## config.mk

```make
export PLATFORM = sky130hd
export DESIGN_NAME = vtp_view
export DESIGN_NICKNAME = d
export VERILOG_FILES = /design/src/rtl/vtp_pkg.sv /design/src/rtl/vtp_view.sv
export SDC_FILE = /design/constraint.sdc
export NUM_CORES = 1
export LEC_CHECK = 0
export BUFFER_PORTS_ARGS = -buffer_cell sky130_fd_sc_hd__buf_2
export CELL_PAD_IN_SITES_DETAIL_PLACEMENT = 0
export CELL_PAD_IN_SITES_GLOBAL_PLACEMENT = 1
export CORE_UTILIZATION = 45
export CTS_CLUSTER_DIAMETER = 60
export DETAILED_ROUTE_END_ITERATION = 6
export GPL_ROUTABILITY_DRIVEN = 0
export PLACE_DENSITY_LB_ADDON = 0.1
export SYNTH_ARGS = -nofsm -noshare
export SYNTH_HDL_FRONTEND = slang
export SYNTH_SLANG_ARGS = --single-unit
export TNS_END_PERCENT = 100
```

## constraint.sdc

```tcl
create_clock -name i_clk -period 8.36 [get_ports i_clk]
set_input_delay 0.836 -clock i_clk [delete_from_list [all_inputs] [get_ports i_clk]]
set_output_delay 0.836 -clock i_clk [all_outputs]
set_load 0.05 [all_outputs]
```

## src/rtl/vtp_pkg.sv

```systemverilog
`default_nettype none
// ----------------------------------------------------------------------------
// vtp_pkg
// Shared types, constants and register reset values for the vertex
// transform and projection pipeline.
// ----------------------------------------------------------------------------
package vtp_pkg;

    localparam int NREG              = 8;
    localparam int ADDR_W            = 6;
    localparam int SIZE_W            = 13;
    localparam int NUM_W             = 49;
    localparam int SCREEN_WIDTH_DEF  = 1024;
    localparam int SCREEN_HEIGHT_DEF = 768;

    // Status codes
    typedef logic [1:0] t_status;
    localparam t_status ST_OK    = 2'd0;
    localparam t_status ST_SAT   = 2'd1;
    localparam t_status ST_WZERO = 2'd2;

    typedef logic signed [31:0] t_word;

    typedef struct packed {
        logic  func;
        t_word pos_x;
        t_word pos_y;
        t_word pos_z;
    } t_vtx_in;

    typedef struct packed {
        t_word   out_x;
        t_word   out_y;
        t_word   out_z;
        t_word   out_w;
        t_status status;
    } t_vtx_out;

    // Transform results handed to the divider
    typedef struct packed {
        logic  func;
        logic  sat;
        t_word x;
        t_word y;
        t_word z;
        t_word w;
    } t_xf;

    // Side data carried down the divider
    typedef struct packed {
        t_xf        xf;
        logic [2:0] neg;
    } t_dv;

    // Identity matrix after reset
    localparam logic [63:0] COEF_RST [NREG] = '{
        64'h0000_0000_0001_0000, 64'h0000_0000_0000_0000,
        64'h0001_0000_0000_0000, 64'h0000_0000_0000_0000,
        64'h0000_0000_0000_0000, 64'h0000_0000_0001_0000,
        64'h0000_0000_0000_0000, 64'h0001_0000_0000_0000
    };

endpackage
`default_nettype wire

```

## src/rtl/vtp_view.sv

```systemverilog
`default_nettype none
// ----------------------------------------------------------------------------
// vtp_view
// Sign the quotients, map x and y to the viewport, clamp and pick the
// result for the requested function. Second stage is the output register.
// ----------------------------------------------------------------------------
module vtp_view
    import vtp_pkg::*;
#(
    parameter int SCREEN_WIDTH  = SCREEN_WIDTH_DEF,
    parameter int SCREEN_HEIGHT = SCREEN_HEIGHT_DEF
) (
    input  wire logic                  i_clk,
    input  wire logic                  i_rst_n,
    input  wire logic                  i_en,
    input  wire logic                  i_valid,
    input  wire t_dv                   i_dv,
    input  wire logic [2:0][NUM_W-1:0] i_quo,
    output logic                       o_valid,
    output t_vtx_out                   o_res
);

    localparam logic signed [SIZE_W:0] SW = (SIZE_W + 1)'(SCREEN_WIDTH);
    localparam logic signed [SIZE_W:0] SH = (SIZE_W + 1)'(SCREEN_HEIGHT);

    logic signed [NUM_W:0]   w_q  [3];
    logic signed [NUM_W+1:0] w_qx1, w_qy1;

    logic signed [65:0]  r_vx, r_vy;
    logic signed [NUM_W:0] r_qz;
    t_xf                 r_xf;
    logic                r_va;

    logic signed [65:0]  w_hx, w_hy;
    logic                w_sx, w_sy, w_sz;
    t_word               w_ox, w_oy, w_oz;
    t_vtx_out            n_res;
    t_vtx_out            r_res;
    logic                r_vb;

    // Stage A: apply sign, add one and scale by the screen size
    always_comb begin
        for (int i = 0; i < 3; i++) begin
            w_q[i] = i_dv.neg[i] ? -$signed({1'b0, i_quo[i]}) : $signed({1'b0, i_quo[i]});
        end
        w_qx1 = (NUM_W + 2)'(w_q[0]) + (NUM_W + 2)'(65536);
        w_qy1 = (NUM_W + 2)'(w_q[1]) + (NUM_W + 2)'(65536);
    end

    always_ff @(posedge i_clk) begin
        if (i_en) begin
            r_vx <= w_qx1 * SW;
            r_vy <= w_qy1 * SH;
            r_qz <= w_q[2];
            r_xf <= i_dv.xf;
        end
    end

    // Stage B: halve with half rounded up, clamp and select
    always_comb begin
        w_hx = (r_vx + 66'sd1) >>> 1;
        w_hy = (r_vy + 66'sd1) >>> 1;
        w_sx = (w_hx > 66'sd2147483647) || (w_hx < -66'sd2147483648);
        w_sy = (w_hy > 66'sd2147483647) || (w_hy < -66'sd2147483648);
        w_sz = (r_qz > (NUM_W + 1)'(64'sd2147483647))
            || (r_qz < -(NUM_W + 1)'(64'sd2147483648));
        w_ox = w_sx ? (w_hx[65] ? 32'sh8000_0000 : 32'sh7FFF_FFFF) : w_hx[31:0];
        w_oy = w_sy ? (w_hy[65] ? 32'sh8000_0000 : 32'sh7FFF_FFFF) : w_hy[31:0];
        w_oz = w_sz ? (r_qz[NUM_W] ? 32'sh8000_0000 : 32'sh7FFF_FFFF) : r_qz[31:0];

        n_res.out_w = r_xf.w;
        if (!r_xf.func) begin
            n_res.out_x  = r_xf.x;
            n_res.out_y  = r_xf.y;
            n_res.out_z  = r_xf.z;
            n_res.status = r_xf.sat ? ST_SAT : ST_OK;
        end else if (r_xf.w == '0) begin
            n_res.out_x  = '0;
            n_res.out_y  = '0;
            n_res.out_z  = '0;
            n_res.status = ST_WZERO;
        end else begin
            n_res.out_x  = w_ox;
            n_res.out_y  = w_oy;
            n_res.out_z  = w_oz;
            n_res.status = (r_xf.sat | w_sx | w_sy | w_sz) ? ST_SAT : ST_OK;
        end
    end

    always_ff @(posedge i_clk) begin
        if (i_en) begin
            r_res <= n_res;
        end
    end

    // Advance the valid bits with the data
    always_ff @(posedge i_clk) begin
        if (!i_rst_n) begin
            r_va <= 1'b0;
            r_vb <= 1'b0;
        end else if (i_en) begin
            r_va <= i_valid;
            r_vb <= r_va;
        end
    end

    assign o_valid = r_vb;
    assign o_res   = r_res;

endmodule
`default_nettype wire

```

==> results_dict.tcl, run 1 <==
set metrics [dict create \
    grt_pass1_wl_mm 93.3 \
    clockBufferDepth 3 \
    crit_fanout 14 \
    synth_cells 1962 \
    hp-start "i_dv[119]" \
    max_cap_viol_count 0 \
    regToRegSetupSlack_ns 4.79 \
    ys_seq_elements 417 \
    met3_usage_pct 3.71 \
    grt_pass1_vias 16500 \
    drive_above_1_share_pct 22.0 \
    n_fill_cell 4485 \
    cts.clk_slew.worst_paths_ns 0.06 \
    io_buffers 414 \
    initial_utilization_pct 45.8 \
    worstPathRequired_ns 8.63 \
    cp_num_buf_inv 1 \
    avgSynthCellArea_um2 11.7 \
    gr-max-usage-layer "met2" \
    grt_setup_unrepaired "no" \
    wirelength_mm 60.0 \
    ant_nets 0 \
    async_flop_share_pct 0 \
    root_buffer "clkbuf_16" \
    die_x_um 228 \
    synth_xor_area_share_pct 9.40 \
    post-dp-hpwl_mm 45.3 \
    grt_start_max_net_pins 163 \
    post_cts.repair.setup_buffers 0 \
    crit_type "in -> reg" \
    maxSlewHeadroom_pct 37.2 \
    cts.sinks 417 \
    nNetsFinal 2749 \
    final_cell_mix "415 x edfxtp_1, 413 x buf_2, 168 x xnor2_1" \
    yosysWarnings 0 \
    crit_top_cell "a21o_1" \
    io_pins 415 \
    drt-vias-per-instance 5.63 \
    p_leak_nw 10.2 \
    hold_viol 0 \
    finClkSkew_ns 0.0196 \
    stdcell_count 3071 \
    setup_tns_ns 0 \
    place_ws_ns 1.32 \
    fmax_mhz 153 \
    syn_area_um2 23000 \
    postCtsHoldBufs 0 \
    synth_compound_area_share_pct 14.7 \
    tightest_slew_ns 0.942 \
    slowest_delay_ns 0.68 \
    cp_slowest_cell "or4_1" \
    hold_class "in -> reg" \
    yosys.area_share.adder_pct 5.58 \
    crit_family "simple AND/OR/NAND/NOR gates" \
    status "finished, final reports clean" \
    core_area_um2 50300 \
    cts_buffers 44 \
    tritoncts "built" \
    antenna_found_initial 5 \
    cts_resized 0 \
    ir_worst_vdd_mv 0.142 \
    power.density_nw_per_um2 222 \
    worst_setup_path_start_kind "input port" \
    finalSetupViolCount 0 \
    worst_slack_ns 1.84 \
    area_delta_synth_final_pct 18.4 \
    register_area_um2 12500 \
    grtUsageMet2_pct 39.4 \
    synth_nets 2348 \
    via_count 17300 \
    yosysUniqueCellTypes 80 \
    muxShareOfSynthArea_pct 0.277 \
    period_share_pct 78.0 \
    placed_cells 2989 \
    cts_max_level 2 \
    period_needed_ns 6.52 \
    end_kind "register" \
    grt_usage_pct 22.6 \
    synth-edff-count 415 \
    firstDrtPassIters 5 \
    drcViolationCount 0 \
    clock_latency_ns 0.56 \
    grt_overflow 0 \
    synth-simple-area-share_pct 13.6 \
    die-height_um 228 \
    ys_seq_area_share_pct 54.3 \
    wl_per_cell_um 19.5 \
    crit_start "i_quo[78]" \
    drv_slew 0 \
    reg2reg_from "n_res[27]" \
    ys.flop_type "edfxtp_1" \
    drt_iter0_drc 988 \
    final_common_cell "edfxtp_1" \
    globalRouteMet1Util_pct 29.3 \
    rows 82 \
    multi_input_area_um2 10100 \
    synth_top_family_by_area "compound AO/OA/AOI/OAI gates" \
    arrival_ns 6.80 \
    path_cells "buf_2 > or3_1 > nor4b_1 > nand4_1 > or4_1 > a31oi_1 > nand3_1 > or4b_1 > nor3_1 > xnor2_1 > ha_1 > ha_1 > a21o_1 > a21o_1 > a21o_1 > a21o_1 > a21oi_1 > nor2_1 > o21ai_0 > o41ai_1 > xor2_1" \
    die_area_um2 52100 \
]
[Yosys cell counts, drive strengths merged, types with 54 or more instances]
cell / n / area [µm²]
a21oi: 109 / 546
clkbuf: 64 / 240
edfxtp: 415 / 12500
ha: 101 / 1260
nand2: 106 / 398
nor2: 110 / 413
nor3: 54 / 270
nor4: 57 / 384
o21ai: 101 / 505
o2bb2ai: 55 / 482
xnor2: 168 / 1470
xor2: 74 / 648
[where the power goes]
part           switching [W]  internal [W]
clock               0.000786       0.00114
sequential         0.0000920       0.00264
combinational       0.000880      0.000510
total                0.00176       0.00429
[sequential cells by signal, indices dropped and copies added (netlist names)]
name	cells
o_res	130
r_qz	50
n_res	32
o_valid	1
r_vy	54
r_xf	98
r_vx	51
r_va	1
[metrics by stage]
stage          utilization [%]  hold slack (ns)  instance area [µm²]  power (W)
2_1_floorplan                -            0.427                23000    0.00373
3_3_place_gp              51.4            0.432                25800    0.00415
3_5_place_dp              51.4            0.435                25800    0.00416
4_1_cts                   54.2            0.419                27300    0.00610
5_1_grt                   54.2            0.420                27300    0.00634
6_report                  54.2            0.451                27300    0.00605
[final cells by class]
class                      count  share of cell area [%]
tap                          672                    3.08
inverter                      52                   0.716
sequential                   417                    45.9
clock inverter                25                   0.945
clock buffer                  54                    4.25
timing repair buffer         432                    8.22
multi-input combinational   1416                    36.9
antenna                        3                  0.0275
[per-layer routing]
metal	up-vias	routed length, µm
li1	8437	-
met2	493	29900
met3	75	3230
met5	-	47
met1	8269	25600
met4	6	1180
[logic make-up (layout without fill, tap and decap cells)]
logic type	Yosys count	in the layout
muxes	6	6
other	0	3
adders and majority gates	102	102
buffers and inverters	129	563
and+or+nand+nor	576	576
DFF	417	417
xor gates and xnor gates	244	244
AOI/OAI and AO/OA	488	488
[worst reg2reg max path: stages, from the launching register on]
cell and delay (ns):
edfxtp_1 0.38, nor4_1 0.42, nand4_1 0.56, o21ai_4 0.81
buf_4 0.38, nor3_2 0.18, buf_4 0.26, a221o_1 0.30
[worst paths after layout]
check	endpoint	depth (start not counted)
max reg2reg	o_res[96]	7
max	r_vy[60]	21
min	r_xf[116]	1
min reg2reg	o_res[21]	0
(Power assumes the default switching activity.)
==> run 2: changes to the inputs <==
==> constraint.sdc (replaced) <==
create_clock -name i_clk -period 6.6 [get_ports i_clk]
set_input_delay 0.66 -clock i_clk [delete_from_list [all_inputs] [get_ports i_clk]]
set_output_delay 0.66 -clock i_clk [all_outputs]
set_load 0.05 [all_outputs]
==> results_dict.tcl, run 2 (synthesis results as in run 1) <==
set metrics [dict create \
    cts.clk_slew.worst_paths_ns 0.06 \
    tightest_slew_ns 0.919 \
    wl_per_cell_um 19.5 \
    wl_met2_mm 29.9 \
    finClkSkew_ns 0.0282 \
    n_fill_cell 4432 \
    final_cell_mix "415 x edfxtp_1, 413 x buf_2, 168 x xnor2_1" \
    grt_pass1_wl_mm 93.8 \
    grt_start_max_net_pins 182 \
    grt_usage_pct 22.8 \
    grt_pass1_vias 16900 \
    cts.sinks 417 \
    die-height_um 228 \
    grt_overflow 0 \
    cts_buffers 45 \
    rows 82 \
    crit_fanout 8 \
    p_comb_share_pct 23.4 \
    worstPathRequired_ns 6.88 \
    initial_utilization_pct 45.8 \
    regToRegSetupSlack_ns 3.33 \
    grt_setup_unrepaired "no" \
    die_area_um2 52100 \
    die_x_um 228 \
    drcViolationCount 0 \
    io_buffers 414 \
    placed_cells 3006 \
    largest_reg_flops 130 \
    design_area_um2 27400 \
    top_layer_used "met5" \
    seq_power_share_pct 45.6 \
    area_delta_synth_final_pct 18.9 \
    drv_slew 0 \
    power.internal_w 0.00532 \
    cp_slowest_cell "or4_1" \
    netSwitchingFraction_pct 29.8 \
    power.density_nw_per_um2 277 \
    post-dp-hpwl_mm 45.6 \
    tritoncts "built" \
    end_kind "register" \
    drive_above_1_share_pct 22.6 \
    io_pins 415 \
    clockBufferDepth 3 \
    clock_latency_ns 0.57 \
    hold_viol 0 \
    path_cells "buf_2 > or4_1 > or3_1 > or4_1 > o21ai_0 > xor2_1 > or3_1 > or4b_1 > nor3_1 > xnor2_1 > ha_1 > ha_1 > a21o_1 > a21o_1 > a21o_1 > a21o_1 > a21oi_1 > nor2_1 > o21ai_0 > o41ai_1 > xor2_1" \
    wirelength_mm 60.5 \
    slowest_delay_ns 0.68 \
    wl_met3_mm 3.24 \
    crit_top_cell "a21o_1" \
    wl_met1_mm 25.6 \
    fmax_mhz 168 \
    max_cap_viol_count 0 \
    crit_type "in -> reg" \
    drt_iter0_drc 981 \
    postCtsHoldBufs 0 \
    cts_resized 0 \
    place_area_um2 26000 \
    drt-vias-per-instance 5.63 \
    antenna_found_initial 12 \
    hold_class "in -> reg" \
    status "finished, final reports clean" \
    period_needed_ns 5.96 \
    cts_max_level 2 \
    arrival_ns 6.24 \
    ir_worst_vdd_mv 0.191 \
    power_frac_clock_pct 30.9 \
    finalSetupViolCount 0 \
    firstDrtPassIters 5 \
    setup_tns_ns 0 \
    post_cts.repair.setup_buffers 0 \
    core_area_um2 50300 \
    maxSlewHeadroom_pct 38.7 \
    p_total_w 0.00758 \
    p_sw_w 0.00226 \
    nNetsFinal 2767 \
    via_count 17400 \
    p_leak_nw 10.3 \
    root_buffer "clkbuf_16" \
    final_common_cell "edfxtp_1" \
    fin_hold_ws_ns 0.255 \
    stdcell_count 3096 \
    ant_nets 0 \
    period_share_pct 90.3 \
    worst_setup_path_start_kind "input port" \
]
[run 2: cell type report]
type / instances / area (µm²) / area share [%]
flip-flops and latches: 417 / 12500 / 45.7
multi-input cells: 1416 / 10100 / 36.8
repair buffers: 449 / 2370 / 8.66
clock buffers: 54 / 1180 / 4.32
well taps: 672 / 841 / 3.07
clock inverters: 28 / 200 / 0.732
inverters: 52 / 195 / 0.713
diodes: 8 / 20.0 / 0.0732
[run 2: worst max-delay path, delay by kind of cell]
kind | cells | cell delay, ns
fa+ha+maj | 2 | 0.59
xor+xnor | 3 | 0.45
compound gates | 8 | 1.39
buf+inv | 1 | 0.15
simple gates | 7 | 2.97
[run 2: path summary, 6_finish.rpt]
kind | start | to | cells past startpoint
hold reg to reg | n_res[19] | o_res[19] | 0
setup / recovery | i_quo[72] | r_vy[60] | 21
setup reg to reg | n_res[27] | o_res[79] | 7
hold / removal | i_dv[53] | r_xf[50] | 1
[run 2: power groups by stage]
| stage | registers [W] | logic (W) | clock network (W) |
|---|---|---|---|
| floorplan | 0.00373 | 0.000995 | 0 |
| detailed placement | 0.00351 | 0.00177 | 0 |
| finish | 0.00346 | 0.00177 | 0.00234 |
| global placement | 0.00350 | 0.00176 | 0 |
| global route | 0.00349 | 0.00196 | 0.00250 |
| CTS | 0.00346 | 0.00179 | 0.00240 |
[run 2: per-layer routing]
layer | global-route usage, % | vias up
met5 | 0 | -
met3 | 3.72 | 102
met4 | 7.97 | 10
li1 | - | 8493
met1 | 29.0 | 8327
met2 | 39.2 | 507
[run 2: per-stage QoR]
stage | setup slack (ns) | util [%]
global placement | 0.149 | 51.6
global route | 0.302 | 54.4
CTS | 0.688 | 54.4
floorplan | 0.418 | -
finish | 0.641 | 54.4
detailed placement | 0.114 | 51.6
